### src/rtl/core/hid_keyboard_report_builder_macros.svh
// Assertion macros shared by the report builder RTL.
`ifndef HID_KEYBOARD_REPORT_BUILDER_MACROS_SVH
`define HID_KEYBOARD_REPORT_BUILDER_MACROS_SVH

// Same-cycle implication, sampled on clk and disabled during reset.
`define HKRB_ASSERT_IMP(label, ante, cons) \
    label: assert property (@(posedge clk) disable iff (!rst_n) (ante) |-> (cons)) \
        else $error("report builder check failed");

// Next-cycle implication, sampled on clk and disabled during reset.
`define HKRB_ASSERT_NEXT(label, ante, cons) \
    label: assert property (@(posedge clk) disable iff (!rst_n) (ante) |=> (cons)) \
        else $error("report builder check failed");

`endif

### src/rtl/core/hkrb_pkg.sv
package hkrb_pkg;

    localparam int BOOT_SLOTS = 6;
    localparam int KEY_BYTES  = 26;
    localparam int ADDR_W     = $clog2(KEY_BYTES);

    typedef logic [ADDR_W-1:0] addr_t;

    localparam logic [2:0] ACT_KEY   = 3'd0;
    localparam logic [2:0] ACT_CONS  = 3'd1;
    localparam logic [2:0] ACT_SYS   = 3'd2;
    localparam logic [2:0] ACT_FLUSH = 3'd3;
    localparam logic [2:0] ACT_READ  = 3'd4;
    localparam logic [2:0] ACT_NONE  = 3'd7;

    localparam logic [1:0] STAT_OK   = 2'd0;
    localparam logic [1:0] STAT_IGN  = 2'd1;
    localparam logic [1:0] STAT_FULL = 2'd2;
    localparam logic [1:0] STAT_BAD  = 2'd3;

    localparam logic [4:0] CHG_MOD  = 5'h01;
    localparam logic [4:0] CHG_MAIN = 5'h02;
    localparam logic [4:0] CHG_SEC  = 5'h04;
    localparam logic [4:0] CHG_CONS = 5'h08;
    localparam logic [4:0] CHG_SYS  = 5'h10;

    localparam logic [7:0] EV_PRESS   = 8'd1;
    localparam logic [7:0] EV_HOLD    = 8'd2;
    localparam logic [7:0] EV_RELEASE = 8'd3;
    localparam logic [7:0] EV_NOP     = 8'hFF;
    localparam logic [7:0] KIND_DIG   = 8'd0;

    localparam logic [7:0] BOOT_MAX_KEY = 8'd104;
    localparam logic [7:0] MAIN_LO      = 8'd4;
    localparam logic [7:0] MAIN_HI      = 8'd164;
    localparam logic [7:0] SEC_LO       = 8'd176;
    localparam logic [7:0] SEC_HI       = 8'd221;
    localparam logic [7:0] SEC_OFFSET   = 8'd15;
    localparam logic [7:0] MOD_LAST     = 8'hE7;

    typedef enum logic [1:0] {
        S_IDLE,
        S_EXEC,
        S_SWEEP
    } state_t;

    typedef struct packed {
        logic [2:0]  action;
        logic [7:0]  event_state;
        logic [7:0]  event_kind;
        logic [15:0] code;
        logic [4:0]  read_index;
    } item_t;

    typedef struct packed {
        logic [7:0]  key_byte;
        logic [7:0]  modifier_bits;
        logic [4:0]  change_flags;
        logic [7:0]  key_count;
        logic [15:0] consumer_code;
        logic [7:0]  system_code;
        logic [1:0]  status;
    } result_t;

    typedef struct packed {
        logic [7:0]  modifier;
        logic [4:0]  change;
        logic [7:0]  count;
        logic [15:0] consumer;
        logic [7:0]  system;
    } regs_t;

    typedef struct packed {
        regs_t      regs;
        logic       mem_we;
        addr_t      mem_addr;
        logic [7:0] mem_data;
        result_t    res;
        logic       sweep;
    } upd_t;

    // NKRO bitmap bit for a key code in the main or secondary range.
    function automatic logic [7:0] nkro_bit(logic [7:0] key);
        logic [7:0] b;
        if (key >= SEC_LO) begin
            b = key - SEC_OFFSET;
        end
        else begin
            b = key - MAIN_LO;
        end
        return b;
    endfunction

    // Store byte the item needs, so the read can start as the item is taken.
    function automatic addr_t read_addr(item_t it, logic mode, logic [7:0] cnt);
        logic [7:0] b;
        addr_t a;
        b = nkro_bit(it.code[7:0]);
        a = '0;
        if (it.action == ACT_READ) begin
            if (32'(it.read_index) < KEY_BYTES) begin
                a = it.read_index[ADDR_W-1:0];
            end
        end
        else if (mode) begin
            if (32'(b[7:3]) < KEY_BYTES) begin
                a = b[ADDR_W+2:3];
            end
        end
        else if (32'(cnt) < KEY_BYTES) begin
            a = cnt[ADDR_W-1:0];
        end
        return a;
    endfunction

endpackage

### src/rtl/core/hkrb_key_store.sv
module hkrb_key_store
(
    input  logic                 clk,
    input  logic                 rst_n,
    input  logic                 rd_en,
    input  hkrb_pkg::addr_t      rd_addr,
    output logic [7:0]           rd_data,
    input  logic                 wr_en,
    input  hkrb_pkg::addr_t      wr_addr,
    input  logic [7:0]           wr_data
);

    logic [7:0]                     mem [hkrb_pkg::KEY_BYTES];
    logic [hkrb_pkg::KEY_BYTES-1:0] valid_reg;
    logic [7:0]                     rd_q_reg;
    logic                           rd_valid_reg;

    always_ff @(posedge clk)
    begin
        if (wr_en)
        begin
            mem[wr_addr] <= wr_data;
        end
        if (rd_en)
        begin
            rd_q_reg <= mem[rd_addr];
        end
    end

    // An entry never written since reset reads as zero.
    always_ff @(posedge clk or negedge rst_n)
    begin
        if (!rst_n)
        begin
            valid_reg    <= '0;
            rd_valid_reg <= 1'b0;
        end
        else
        begin
            if (wr_en)
            begin
                valid_reg[wr_addr] <= 1'b1;
            end
            if (rd_en)
            begin
                rd_valid_reg <= valid_reg[rd_addr];
            end
        end
    end

    assign rd_data = rd_valid_reg ? rd_q_reg : 8'h00;

endmodule

### src/rtl/core/hkrb_event_unit.sv
module hkrb_event_unit
(
    input  hkrb_pkg::item_t  item,
    input  logic             mode,
    input  hkrb_pkg::regs_t  regs,
    input  logic [7:0]       rd_data,
    output hkrb_pkg::upd_t   upd
);

    logic [2:0]  act;
    logic [7:0]  key;
    logic [7:0]  st;
    logic [7:0]  kind;
    logic        press_rel;
    logic        dig_rel;
    logic        press;
    logic        flush;
    logic [7:0]  bitn;
    logic [7:0]  bmask;
    logic [7:0]  mmask;
    logic [1:0]  status;
    logic [7:0]  key_byte;
    logic [4:0]  chg_flag;
    hkrb_pkg::regs_t nx;

    always_comb
    begin
        st        = item.event_state;
        kind      = item.event_kind;
        key       = item.code[7:0];
        act       = item.action;
        if (act <= hkrb_pkg::ACT_SYS && st == hkrb_pkg::EV_NOP && kind == hkrb_pkg::EV_NOP)
        begin
            act = hkrb_pkg::ACT_NONE;
        end
        press_rel = (st == hkrb_pkg::EV_PRESS) || (st == hkrb_pkg::EV_RELEASE);
        dig_rel   = (kind == hkrb_pkg::KIND_DIG) && (st == hkrb_pkg::EV_RELEASE);
        press     = (kind == hkrb_pkg::KIND_DIG) && (st == hkrb_pkg::EV_PRESS);
        bitn      = hkrb_pkg::nkro_bit(key);
        bmask     = 8'h01 << bitn[2:0];
        mmask     = 8'h01 << key[2:0];
        chg_flag  = (act == hkrb_pkg::ACT_CONS) ? hkrb_pkg::CHG_CONS : hkrb_pkg::CHG_SYS;
        nx        = regs;
        status    = hkrb_pkg::STAT_IGN;
        key_byte  = 8'h00;
        flush     = 1'b0;
        upd.mem_we   = 1'b0;
        upd.mem_addr = '0;
        upd.mem_data = 8'h00;
        upd.sweep    = 1'b0;

        unique case (act)
            hkrb_pkg::ACT_KEY:
            begin
                if (!mode)
                begin
                    if (press_rel)
                    begin
                        nx.change = hkrb_pkg::CHG_MAIN;
                    end
                    if (dig_rel)
                    begin
                        status = hkrb_pkg::STAT_IGN;
                    end
                    else if (key[7:5] == 3'b111)
                    begin
                        if (key > hkrb_pkg::MOD_LAST)
                        begin
                            status = hkrb_pkg::STAT_BAD;
                        end
                        else
                        begin
                            nx.modifier = regs.modifier | mmask;
                            status      = hkrb_pkg::STAT_OK;
                        end
                    end
                    else if (32'(regs.count) >= hkrb_pkg::BOOT_SLOTS)
                    begin
                        status = hkrb_pkg::STAT_FULL;
                    end
                    else if (key > hkrb_pkg::BOOT_MAX_KEY)
                    begin
                        status = hkrb_pkg::STAT_BAD;
                    end
                    else
                    begin
                        upd.mem_we   = 1'b1;
                        upd.mem_addr = regs.count[hkrb_pkg::ADDR_W-1:0];
                        upd.mem_data = key;
                        nx.count     = regs.count + 8'd1;
                        status       = hkrb_pkg::STAT_OK;
                    end
                end
                else if (kind == hkrb_pkg::KIND_DIG && st == hkrb_pkg::EV_HOLD)
                begin
                    status = hkrb_pkg::STAT_IGN;
                end
                else if (key[7:5] == 3'b111)
                begin
                    nx.change = regs.change | hkrb_pkg::CHG_MOD;
                    if (key > hkrb_pkg::MOD_LAST)
                    begin
                        status = hkrb_pkg::STAT_BAD;
                    end
                    else
                    begin
                        nx.modifier = press ? (regs.modifier | mmask)
                                            : (regs.modifier & ~mmask);
                        status      = hkrb_pkg::STAT_OK;
                    end
                end
                else if ((key >= hkrb_pkg::MAIN_LO && key <= hkrb_pkg::MAIN_HI) ||
                         (key >= hkrb_pkg::SEC_LO && key <= hkrb_pkg::SEC_HI))
                begin
                    nx.change    = regs.change | ((key >= hkrb_pkg::SEC_LO) ?
                                   hkrb_pkg::CHG_SEC : hkrb_pkg::CHG_MAIN);
                    upd.mem_we   = 1'b1;
                    upd.mem_addr = bitn[hkrb_pkg::ADDR_W+2:3];
                    upd.mem_data = press ? (rd_data | bmask) : (rd_data & ~bmask);
                    nx.count     = regs.count + 8'd1;
                    status       = hkrb_pkg::STAT_OK;
                end
                else
                begin
                    status = hkrb_pkg::STAT_BAD;
                end
            end
            hkrb_pkg::ACT_CONS, hkrb_pkg::ACT_SYS:
            begin
                if (!mode)
                begin
                    status = hkrb_pkg::STAT_IGN;
                end
                else
                begin
                    if (press_rel)
                    begin
                        nx.change = regs.change | chg_flag;
                    end
                    if (dig_rel)
                    begin
                        status = hkrb_pkg::STAT_IGN;
                    end
                    else
                    begin
                        if (act == hkrb_pkg::ACT_CONS)
                        begin
                            nx.consumer = item.code;
                        end
                        else
                        begin
                            nx.system = key;
                        end
                        status = hkrb_pkg::STAT_OK;
                    end
                end
            end
            hkrb_pkg::ACT_FLUSH:
            begin
                flush       = 1'b1;
                // Unused boot slots are zeroed by a sweep after this step.
                upd.sweep   = !mode && (32'(regs.count) < hkrb_pkg::BOOT_SLOTS);
                nx.modifier = 8'h00;
                nx.count    = 8'h00;
                nx.change   = 5'h00;
                status      = hkrb_pkg::STAT_OK;
            end
            hkrb_pkg::ACT_READ:
            begin
                if (32'(item.read_index) < hkrb_pkg::KEY_BYTES)
                begin
                    key_byte = rd_data;
                end
                status = hkrb_pkg::STAT_OK;
            end
            default:
            begin
                status = hkrb_pkg::STAT_IGN;
            end
        endcase

        upd.regs              = nx;
        upd.res.key_byte      = key_byte;
        upd.res.modifier_bits = flush ? regs.modifier : nx.modifier;
        upd.res.change_flags  = flush ? regs.change : nx.change;
        upd.res.key_count     = flush ? regs.count : nx.count;
        upd.res.consumer_code = nx.consumer;
        upd.res.system_code   = nx.system;
        upd.res.status        = status;
    end

endmodule

### src/rtl/core/hid_keyboard_report_builder.sv
// An accepted word moves from S_IDLE to S_EXEC, where its result is registered once
// no earlier result is left waiting; the store read starts at acceptance, and no
// new word is taken before S_IDLE; a boot-mode flush zeroes unused slots in S_SWEEP.
// Reset clears the state registers and the store valid bits, so the store reads
// as all zero at once with no clearing pass.
`include "hid_keyboard_report_builder_macros.svh"

module hid_keyboard_report_builder
(
    input  logic              clk,
    input  logic              rst_n,
    input  logic              cfg_valid,
    output logic              cfg_ready,
    input  logic              cfg_data,
    input  logic              item_valid,
    output logic              item_ready,
    input  hkrb_pkg::item_t   item,
    output logic              result_valid,
    input  logic              result_ready,
    output hkrb_pkg::result_t result
);

    hkrb_pkg::state_t  state_reg;
    hkrb_pkg::state_t  state_next;
    hkrb_pkg::regs_t   regs_reg;
    hkrb_pkg::item_t   item_reg;
    hkrb_pkg::result_t res_reg;
    logic              res_valid_reg;
    logic              mode_reg;
    hkrb_pkg::addr_t   sweep_ptr_reg;
    hkrb_pkg::addr_t   sweep_ptr_next;

    hkrb_pkg::upd_t    upd;
    logic              load;
    logic              rd_en;
    hkrb_pkg::addr_t   rd_addr;
    logic [7:0]        rd_data;
    logic              wr_en;
    hkrb_pkg::addr_t   wr_addr;
    logic [7:0]        wr_data;

    assign cfg_ready    = 1'b1;
    assign result_valid = res_valid_reg;
    assign result       = res_reg;
    assign rd_addr      = hkrb_pkg::read_addr(item, mode_reg, regs_reg.count);

    hkrb_key_store u_store
    (
        .clk     (clk),
        .rst_n   (rst_n),
        .rd_en   (rd_en),
        .rd_addr (rd_addr),
        .rd_data (rd_data),
        .wr_en   (wr_en),
        .wr_addr (wr_addr),
        .wr_data (wr_data)
    );

    hkrb_event_unit u_event
    (
        .item    (item_reg),
        .mode    (mode_reg),
        .regs    (regs_reg),
        .rd_data (rd_data),
        .upd     (upd)
    );

    always_comb
    begin
        state_next     = state_reg;
        sweep_ptr_next = sweep_ptr_reg;
        item_ready     = 1'b0;
        rd_en          = 1'b0;
        load           = 1'b0;
        wr_en          = 1'b0;
        wr_addr        = upd.mem_addr;
        wr_data        = upd.mem_data;
        unique case (state_reg)
            hkrb_pkg::S_IDLE:
            begin
                item_ready = 1'b1;
                if (item_valid)
                begin
                    rd_en      = 1'b1;
                    state_next = hkrb_pkg::S_EXEC;
                end
            end
            hkrb_pkg::S_EXEC:
            begin
                // Holds here while the previous result still waits.
                if (!res_valid_reg || result_ready)
                begin
                    load  = 1'b1;
                    wr_en = upd.mem_we;
                    if (upd.sweep)
                    begin
                        sweep_ptr_next = regs_reg.count[hkrb_pkg::ADDR_W-1:0];
                        state_next     = hkrb_pkg::S_SWEEP;
                    end
                    else
                    begin
                        state_next = hkrb_pkg::S_IDLE;
                    end
                end
            end
            hkrb_pkg::S_SWEEP:
            begin
                wr_en          = 1'b1;
                wr_addr        = sweep_ptr_reg;
                wr_data        = 8'h00;
                sweep_ptr_next = sweep_ptr_reg + hkrb_pkg::addr_t'(1);
                if (sweep_ptr_reg == hkrb_pkg::addr_t'(hkrb_pkg::BOOT_SLOTS - 1))
                begin
                    state_next = hkrb_pkg::S_IDLE;
                end
            end
            default:
            begin
                state_next = hkrb_pkg::S_IDLE;
            end
        endcase
    end

    always_ff @(posedge clk or negedge rst_n)
    begin
        if (!rst_n)
        begin
            state_reg     <= hkrb_pkg::S_IDLE;
            regs_reg      <= '0;
            res_valid_reg <= 1'b0;
            mode_reg      <= 1'b0;
            sweep_ptr_reg <= '0;
        end
        else
        begin
            state_reg     <= state_next;
            sweep_ptr_reg <= sweep_ptr_next;
            if (cfg_valid)
            begin
                mode_reg <= cfg_data;
            end
            if (load)
            begin
                regs_reg      <= upd.regs;
                res_valid_reg <= 1'b1;
            end
            else if (result_ready)
            begin
                res_valid_reg <= 1'b0;
            end
        end
    end

    always_ff @(posedge clk)
    begin
        if (item_valid && item_ready)
        begin
            item_reg <= item;
        end
        if (load)
        begin
            res_reg <= upd.res;
        end
    end

    `HKRB_ASSERT_NEXT(a_accept_exec, item_valid && item_ready, state_reg == hkrb_pkg::S_EXEC)
    `HKRB_ASSERT_NEXT(a_load_offers, load, result_valid)
    `HKRB_ASSERT_IMP(a_sweep_range, state_reg == hkrb_pkg::S_SWEEP, sweep_ptr_reg < hkrb_pkg::addr_t'(hkrb_pkg::BOOT_SLOTS))
    `HKRB_ASSERT_IMP(a_write_busy, wr_en, state_reg == hkrb_pkg::S_EXEC || state_reg == hkrb_pkg::S_SWEEP)

endmodule
### config.mk
export PLATFORM = sky130hd
export DESIGN_NAME = hid_keyboard_report_builder
export DESIGN_NICKNAME = d
export VERILOG_FILES = /design/src/rtl/core/hkrb_pkg.sv /design/src/rtl/core/hkrb_key_store.sv /design/src/rtl/core/hkrb_event_unit.sv /design/src/rtl/core/hid_keyboard_report_builder.sv
export VERILOG_INCLUDE_DIRS = /design/src /design/src/rtl/core
export SDC_FILE = /design/constraint.sdc
export NUM_CORES = 1
export LEC_CHECK = 0
export ABC_AREA = 1
export ABC_CLOCK_PERIOD_IN_PS = 9500
export CELL_PAD_IN_SITES_DETAIL_PLACEMENT = 0
export CELL_PAD_IN_SITES_GLOBAL_PLACEMENT = 1
export CORE_MARGIN = 5
export CORE_UTILIZATION = 35
export DETAILED_ROUTE_END_ITERATION = 6
export DONT_BUFFER_PORTS = 1
export GPL_TIMING_DRIVEN = 0
export PLACE_DENSITY = 0.67
export SETUP_SLACK_MARGIN = 0.02
export SLEW_MARGIN = 10
export SYNTH_ARGS = -nofsm -noshare
export SYNTH_HDL_FRONTEND = slang
export SYNTH_SLANG_ARGS = --single-unit
### constraint.sdc
create_clock -name clk -period 9.5 [get_ports clk]
set_clock_uncertainty 0.15 [all_clocks]
set_input_delay 1.425 -clock clk [delete_from_list [all_inputs] [get_ports clk]]
set_output_delay 1.425 -clock clk [all_outputs]
set_load 0.05 [all_outputs]
After elaboration in Yosys (flattened, before gate mapping)
Memories as Yosys holds them, arrays and structs flattened. A register that Yosys moved wholly into a read port is not among the register bits.
Cells that the tools add are included.
W data, S select, Z words.
- memories kept: 1
- memory bits (read-only): 0
- bits of input ports: 46
- memory bits (writable): 208
- register bits: 176
- word-level logic and storage cells: 190
- bits in latches: 0
- reduce and logical (&&, ||, !) cells: 25
- shift operators: 2
- multiply operators: 0
- divide/modulo/power cells: 0
- add/subtract/negate cells: 6
- bitwise operators: 9
- equal/unequal tests: 18
- magnitude comparators: 17
- multiplexer cells: 89
- memories (memory ; depth ; bits a word ; rd ports ; clocked after Yosys merged registers in ; wr ports ; line ; text):
    u_store.mem ; 26 ; 8 ; 1 ; 1 ; 1 ; hkrb_key_store.sv:13 ; logic [7:0] mem [hkrb_pkg::KEY_BYTES];
- operators by type and width (operator ; number):
    $mux W8 ; 19
    $mux W14 ; 9
    $mux W24 ; 3
    $mux W5 ; 14
    $mux W21 ; 2
    $pmux W8 S2 ; 2
    $mux W2 ; 14
    $or A26 B26 Y26 ; 1
    $and A8 B8 Y8 ; 2
    $eq A8 B2 Y1 const B ; 2
    $eq A8 B8 Y1 const B ; 2
    $ge A8 B3 Y1 const B ; 2
    $ge A8 B8 Y1 const B ; 2
    $le A8 B8 Y1 const B ; 2
    $mux W16 ; 1
    $not A8 Y8 ; 2
    $or A8 B8 Y8 ; 2
    $shl A1 B3 Y8 const A ; 2
    $sub A8 B3 Y8 const B ; 2
    $sub A8 B4 Y8 const B ; 2
    $lt A5 B5 Y1 const B ; 3
    $mux W1 ; 15
    $pmux W5 S3 ; 1
    $mux W13 ; 1
    35 further kinds ; 59

Longest topological paths before layout
Gate-level depths: netlist (run 1).
- depth in word-level cells: 17
- depth in mapped cells: 24

Cells and area by module
Synthesis (run 1) repeated with hierarchy kept, for this count alone.
- cells, all modules: 1901
- area total of the unflattened synthesis: 18495.2 µm²
- by module, submodules not included (module ; sequential area each (µm²) ; cells an instance ; area each (µm²) ; instances):
    hkrb_key_store ; 7161.9 ; 864 ; 10005.8 ; 1
    hid_keyboard_report_builder ; 4204.0 ; 482 ; 5711.7 ; 1
    hkrb_event_unit ; 0.0 ; 555 ; 2777.7 ; 1

Least setup slack after synthesis (run 1)
Ideal clock, no wire load.
- path kind: in2reg
- start: in result_ready
- end: reg res_reg (netlist bit result[0]), enable pin
- path slack: 5276 ps
- buffers on the path: 2
- setup time: 441 ps
- arrival: 3633 ps
- stages: 4
- cells stage by stage: nor2_1 > nor2_1 > clkbuf_1 > clkbuf_1
- word-level cells in the longest chain between the ends: 3
- RTL lines (what ; line ; text):
    from (decl) ; hid_keyboard_report_builder.sv:19 ; input logic result_ready,
    $logic_or A1 B1 Y1 ; hid_keyboard_report_builder.sv:91 ; if (!res_valid_reg || result_ready)
    $mux W1 ; hid_keyboard_report_builder.sv:91 ;
    $mux W1 ; hid_keyboard_report_builder.sv:78 ; unique case (state_reg)
    via load ; hid_keyboard_report_builder.sv:34 ; logic load;
    to (signal assigned) ; hid_keyboard_report_builder.sv:162 ; res_reg <= upd.res;
    to (decl) ; hid_keyboard_report_builder.sv:27 ; hkrb_pkg::result_t res_reg;
The timed path passes the listed nets, and every way through them passes these cells.
A chain may end at the register's enable or synchronous reset.

Final worst setup path (run 1)
- start: reg item_reg[7] (netlist name)
- end: mem u_store.mem[17][1], enable pin
- word-level cells in the longest chain between the ends: 12
- elaborated cells on any way between the ends: 25
- RTL lines (what ; line ; text):
    from (decl) ; hid_keyboard_report_builder.sv:26 ; hkrb_pkg::item_t item_reg;
    from (signal assigned) ; hid_keyboard_report_builder.sv:158 ; item_reg <= item;
    $ge A8 B3 Y1 (tied with other cells) ; hkrb_event_unit.sv:112 ; else if ((key >= hkrb_pkg::MAIN_LO && key <= hkrb_pkg::MAIN_HI) ||
    $logic_and A1 B1 Y1 (on tied branches) ; hkrb_event_unit.sv:112, hkrb_event_unit.sv:113 ;
    $logic_or A1 B1 Y1 ; hkrb_event_unit.sv:112 ;
    $mux W14 ; hkrb_event_unit.sv:112 ;
    $mux W14 ; hkrb_event_unit.sv:98 ; else if (key[7:5] == 3'b111)
    $mux W14 ; hkrb_event_unit.sv:94 ; else if (kind == hkrb_pkg::KIND_DIG && st == hkrb_pkg::EV_HOLD)
    $mux W14 * ; hkrb_event_unit.sv:55 ; if (!mode)
    $mux W14 * ; hkrb_event_unit.sv:52 ; unique case (act)
    $mux W1 ; hid_keyboard_report_builder.sv:91 ;
    $pmux W1 S2 ; hid_keyboard_report_builder.sv:78 ;
    $mux W1 ; hkrb_key_store.sv:20 ; if (wr_en)
    $mux W1 (not written as such) ; hkrb_key_store.sv:22 ; mem[wr_addr] <= wr_data;
    to (decl) ; hkrb_key_store.sv:13 ;
Mark *: on every way between the ends. The rest lies on a longest branch, timed or not.

==> impl_metrics.yaml, run 1 <==
placed_design:
  gp_congestion: 0.868
  portBuffers: 0
  placed_area_um2: 19000
  dp_hpwl_mm: 36.9
power:
  power_switching_mw: 1.94
  power.total_mw: 5.43
  switching_share_pct: 35.7
  p_comb_share_pct: 20.0
  power_frac_seq_pct: 47.9
  ir_drop_mv: 0.146
  p_per_area_nw_per_um2: 265
  intPower_mw: 3.49
  clockPowerShare_pct: 32.1
  p_leak_nw: 8.05
critical_path:
  critPathKind: "reg2reg"
  cp-end-kind: "flop"
  start_kind: "flop"
  cp.arrival_ns: 4.31
  cp_data_required_time_ns: 9.55
  cp_max_fo: 9
cells_and_area:
  nNetsFinal: 1894
  area_growth_pct: 14.2
  largest_register_ffs: 208
  layout_common_cells: "310 x nand2_1, 310 x edfxtp_1, 220 x inv_1, 163 x o21ai_0, 138 x nand3_1"
  regArea_um2: 11300
  design_area_um2: 20500
  multi_input_area_um2: 5410
  drive_gt1_share_pct: 8.70
  num-fill-cells: 4948
clocking:
  numCtsBuffers: 43
  cts_resized: 0
  clk_path_buf_depth: 3
  clockRootBuffer: "clkbuf_16"
  cts_tree: "built"
  clkLatencyLatePin_ns: 0.58
  clk_pin_slew_worst_paths_ns: 0.06
  cts_max_level: 2
  cts_hold_buf: 0
  cts_sinks: 391
  cts_setup_buffers: 0
die:
  core_area_um2: 51000
  die-area_um2: 55800
  start_util_pct: 35.2
  dieHeight_um: 236
  die_w_um: 236
  io_pins: 104
  placement_rows: 83
routing:
  wl_met2_mm: 23.9
  drc_errors: 0
  routed.top_layer: "met4"
  wl_met1_mm: 22.0
  vias: 13000
  drt_pre_antenna_iters: 5
  wl_met3_mm: 3.07
  wl_mm: 50.7
  wl_per_cell_um: 20.0
  drtAntennaViolNets: 0
  viasPerCell: 5.11
  drt_iter0_markers: 984
outcome:
  status: "completed"
yosys:
  synth_top_area_share_pct: 51.9
  synth_area_leader_cell: "edfxtp_1"
  ys_top_cells_by_area: "edfxtp_1 52%, dfrtp_1 11%, nand2_1 6.5%, inv_1 4.6%, o21ai_0 4.6%"
  syn-num-nets: 1833
  synthesis.area_um2: 17900
  netlist_instances: 1766
  synth_edf_count: 310
  synth-async-reset-ratio_pct: 20.7
  yosysWarnings: 0
  synth_seq_cells: 391
  yosysSeqAreaShare_pct: 63.2
  synth_area_per_cell_um2: 10.2
  ys_types: 56
  synth_ff_type: "edfxtp_1"
sta:
  fmax_mhz: 235
  setup_viol: 0
  hold_ws_ns: 0.310
  fin_crit_ns: 4.26
  setup-tns-final_ns: 0
  final_max_slew_viol_count: 0
  worst_pin_slew_ns: 0.923
  fin_crit_sh_pct: 44.8
  rsz0062_at_grt: "no"
  relSlewSlack_pct: 38.2
  hold_violations: 0
global_routing:
  antenna_found_initial: 1
  grt_max_degree: 82
  grt_first_pass_wirelength_mm: 76.4
  track_usage_pct: 17.7
  grt_pass1_vias: 12400
  gr-total-overflow: 0
hold_path:
  hold_class: "reg2reg"
flow_run:
  maxCapViolations: 0
cells by family after synthesis:
kind of cell | synth area share [%]
other cells | 0.0209
fa+ha+maj | 1.47
simple gates | 16.0
mux | 0.0628
buf+inv | 6.90
xor+xnor | 0.635
compound gates | 11.7
flops | 63.2
cell usage after synthesis (2+ instances only):
master	instances
clkbuf_1	33
a211o_1	3
o22ai_1	2
a211oi_1	2
o31ai_1	3
nor3_1	35
clkinv_1	4
nor2_1	129
o21ai_1	9
nor4_1	3
a31oi_1	9
buf_1	4
edfxtp_1	310
ha_1	21
nand2_2	3
nand2_1	310
o21bai_1	16
nand4_1	14
a41oi_1	2
buf_2	17
clkbuf_2	6
xor2_1	12
buf_4	2
o211ai_1	30
o21ai_2	2
o21ai_0	163
inv_2	6
or2_1	10
dfrtp_1	81
nand3_1	138
inv_1	221
a21oi_1	116
buf_6	9
or2_2	14
o32ai_1	5
o221ai_1	2
per-stage QoR:
step           worst slack (ns)  cells  util [%]
4_1_cts                    5.26   2541      40.1
6_report                   5.24   2542      40.1
2_1_floorplan              5.28   1766         -
3_3_place_gp               2.74   2446      36.8
3_5_place_dp               4.99   2462      37.3
5_1_grt                    4.93   2542      40.1
final cells by class:
type / count / area share [%]
Antenna cell: 1 / 0.0122
Buffer: 71 / 1.83
Clock buffer: 50 / 5.43
Clock inverter: 29 / 1.74
Inverter: 231 / 4.24
Multi-Input combinational cell: 1073 / 26.4
Sequential cell: 391 / 55.4
Tap cell: 680 / 4.16
Timing Repair Buffer: 16 / 0.801
per-layer routing:
metal / vias up / GRT usage (%)
met5: - / 0
met1: 6317 / 23.7
met3: 86 / 3.02
li1: 6189 / -
met2: 392 / 28.9
met4: 0 / 6.79
power by group through the flow:
stage                     logic (mW)  registers (mW)  clock network, mW
after floorplan                0.715            2.59                  0
after global placement          1.03            2.65                  0
after detailed placement        1.08            2.64                  0
after CTS                       1.09            2.60               1.78
after global routing            1.20            2.62               1.85
final                           1.08            2.60               1.74
critical path, cell delays in order (launching register included):
cell      delay, ns
edfxtp_1       0.56
inv_1          0.40
ha_1           0.23
inv_1          0.06
nor2_1         0.13
a32oi_1        0.16
a21oi_1        0.18
nor2_2         0.07
nand2_1        0.16
o21ai_0        0.11
a21oi_1        0.40
nand3_1        0.51
nor2_1         0.75
worst paths after layout:
path	start	end	slack, ns	cells past startpoint
max	item_reg[7]	u_store.mem[17][1]	5.24	12
min	u_store.valid_reg[10]	u_store.valid_reg[10]	0.31	2
max reg2reg	item_reg[7]	u_store.mem[17][1]	5.24	12
min reg2reg	u_store.valid_reg[10]	u_store.valid_reg[10]	0.31	2
max in group asynchronous	rst_n	u_store.valid_reg[18]	8.63	0
min in group asynchronous	rst_n	regs_reg[20]	0.40	0
(Power assumes the default switching activity.)
==> inputs of run 2 (changes only) <==
Settings changed: ABC_AREA 1 to 0, ABC_CLOCK_PERIOD_IN_PS 9500 to 3500.
Clock period 9.5 ns to 3.5 ns, I/O delays scaled along.
==> impl_metrics.yaml, run 2 <==
yosys:
  synth-async-reset-ratio_pct: 20.7
  synthesis.area_um2: 17700
  synth_seq_cells: 391
  yosys.area_share.simple_pct: 9.17
  yosysSeqAreaShare_pct: 64.0
  synth-compound-area-share_pct: 11.4
  synth_area_leader_cell: "edfxtp_1"
  synth_mux_area_share_pct: 9.93
  synth_area_per_cell_um2: 13.3
  synth_edf_count: 310
  yosysWarnings: 0
  synth_top_area_share_pct: 52.6
  syn-num-nets: 1399
  yosys.cell_count.top_type: "edfxtp_1"
  synth_ff_type: "edfxtp_1"
  synth_fa_ha_area_share_pct: 1.48
  ys_types: 84
  netlist_instances: 1332
  synth_top_family_by_area: "compound AO/OA/AOI/OAI gates"
  synth_common_cells: "310 x edfxtp_1, 163 x nand2_1, 112 x mux2i_1"
  synthXorXnorAreaFrac_pct: 0.841
  ys_top_cells_by_area: "edfxtp_1 53%, dfrtp_1 11%, mux2i_1 6.3%, nand2_1 3.5%, mux2_2 2.7%"
sta:
  fin_crit_sh_pct: 96.4
  final_max_slew_viol_count: 0
  hold_violations: 0
  setup_viol: 0
  rsz0062_at_grt: "yes"
  worst_pin_slew_ns: 0.875
  fin_crit_ns: 3.38
  relSlewSlack_pct: 41.4
  fmax_mhz: 296
  setup-tns-final_ns: 0
  setup_slack_ns: 0.125
clocking:
  clk_pin_slew_worst_paths_ns: 0.06
  cts_sinks: 391
  clockRootBuffer: "clkbuf_16"
  cts_max_level: 2
  cts_tree: "built"
  clkLatencyLatePin_ns: 0.56
  numCtsBuffers: 43
  clk_path_buf_depth: 3
critical_path:
  cp-end-kind: "flop"
  cp.arrival_ns: 3.46
  start_kind: "flop"
  cp_data_required_time_ns: 3.59
  critPathKind: "reg2reg"
  cp_max_fo: 10
  r2r_slack_ns: 0.12
cells_and_area:
  num-fill-cells: 4599
  nNetsFinal: 1529
  antenna_cells: 0
  drive_gt1_share_pct: 21.3
  area_growth_pct: 21.4
  layout_common_cells: "310 x edfxtp_1, 155 x nand2_1, 112 x mux2i_1, 81 x dfrtp_1, 64 x o21ai_0"
  largest_register_ffs: 208
  layout.cells.non_filler: 2168
  layout_commonest_cell: "edfxtp_1"
die:
  die-area_um2: 55200
  core_area_um2: 50100
  die_w_um: 235
  dieHeight_um: 235
  io_pins: 104
  start_util_pct: 35.4
  placement_rows: 82
routing:
  vias: 11300
  drt_pre_antenna_iters: 5
  wl_per_cell_um: 21.2
  drtAntennaViolNets: 0
  drt_iter0_markers: 840
  wl_mm: 45.9
  viasPerCell: 5.21
  drc_errors: 0
power:
  p_leak_nw: 8.01
  ir_drop_mv: 0.369
  p_per_area_nw_per_um2: 690
  power.total_mw: 14.8
global_routing:
  grt_max_degree: 82
  antenna_found_initial: 0
  grt_pass1_vias: 11600
  track_usage_pct: 16.2
  grt_first_pass_wirelength_mm: 70.2
  gr-total-overflow: 0
placed_design:
  dp_slack_ns: -1.55
  dp_hpwl_mm: 32.0
  portBuffers: 0
  placed_cells: 2014
  gp_congestion: 0.851
outcome:
  status: "completed"
hold_path:
  hold_class: "in2reg"
flow_run:
  maxCapViolations: 0
run 2: changes by cell type in the layout (fill, tap and decap cells not counted), sizes merged, moves of 98 or more:
cell / delta
o21ai: -98
nand3: -107
nand2: -150
mux2i: +113
inv: -205
a21oi: -99
run 2: final cells by class:
class / count / area, um^2 / area share, %
clock inverters: 24 / 253 / 1.18
inverters: 26 / 105 / 0.489
clock buffers: 55 / 1140 / 5.31
flip-flops and latches: 391 / 11300 / 52.7
multi-input cells: 837 / 6310 / 29.4
well taps: 672 / 841 / 3.91
repair buffers: 92 / 957 / 4.45
plain buffers: 71 / 549 / 2.56
run 2: cell families (layout without fill, tap and decap cells):
logic type                 count (synthesis)  in the layout
DFF                                      391            391
and+or+nand+nor                          363            363
AOI/OAI and AO/OA                        270            270
muxes                                    165            165
buffers and inverters                    104            268
adders and majority gates                 21             21
xor gates and xnor gates                  17             17
other                                      1              1
run 2: where the power goes:
part | switching, mW | internal (mW)
combinational | 2.11 | 1.30
clock | 1.83 | 2.62
sequential | 1.16 | 5.82
run 2: what timing repair did:
action | in CTS | in global routing
gates resized for setup | 112 | 42
endpoints found under the setup margin | 454 | 341
hold endpoints to repair | 121 | 0
pin swaps | 23 | 23
gates cloned | 0 | 1
hold buffers | 43 | 0
setup buffers | 21 | 17
run 2: worst max-delay path: stages (launching register included):
cell	delay, ns
edfxtp_1	0.64
nand2_1	0.40
a22oi_1	0.37
nor2b_1	0.20
xor2_1	0.15
a22oi_1	0.09
o31a_2	0.43
nand2b_1	0.20
buf_6	0.15
nor2_4	0.26
run 2: through the flow:
stage	area [um^2]	util, %	hold slack, ns
final	21500	42.9	0.141
after global routing	21500	42.9	0.164
after CTS	21200	42.3	0.106
after detailed placement	18700	37.4	0.0823
after global placement	18600	37.1	0.0817
after floorplan	17700	-	0.0794
run 2: final timing paths:
path,from,endpoint,depth (start not counted)
min,result_ready,result_valid,2
max reg2reg,item_reg[12],u_store.mem[12][1],9
max,item_reg[12],u_store.mem[12][1],9
min reg2reg,u_store.valid_reg[10],u_store.valid_reg[10],1
min in group asynchronous,rst_n,regs_reg[16],2
max in group asynchronous,rst_n,u_store.valid_reg[21],2
run 2: layer usage:
| metal | GRT usage, % | wire [um] |
|---|---|---|
| met5 | 0 | 0 |
| met4 | 4.71 | 1110 |
| met3 | 3.07 | 2570 |
| met2 | 27.4 | 22400 |
| met1 | 21.3 | 19800 |
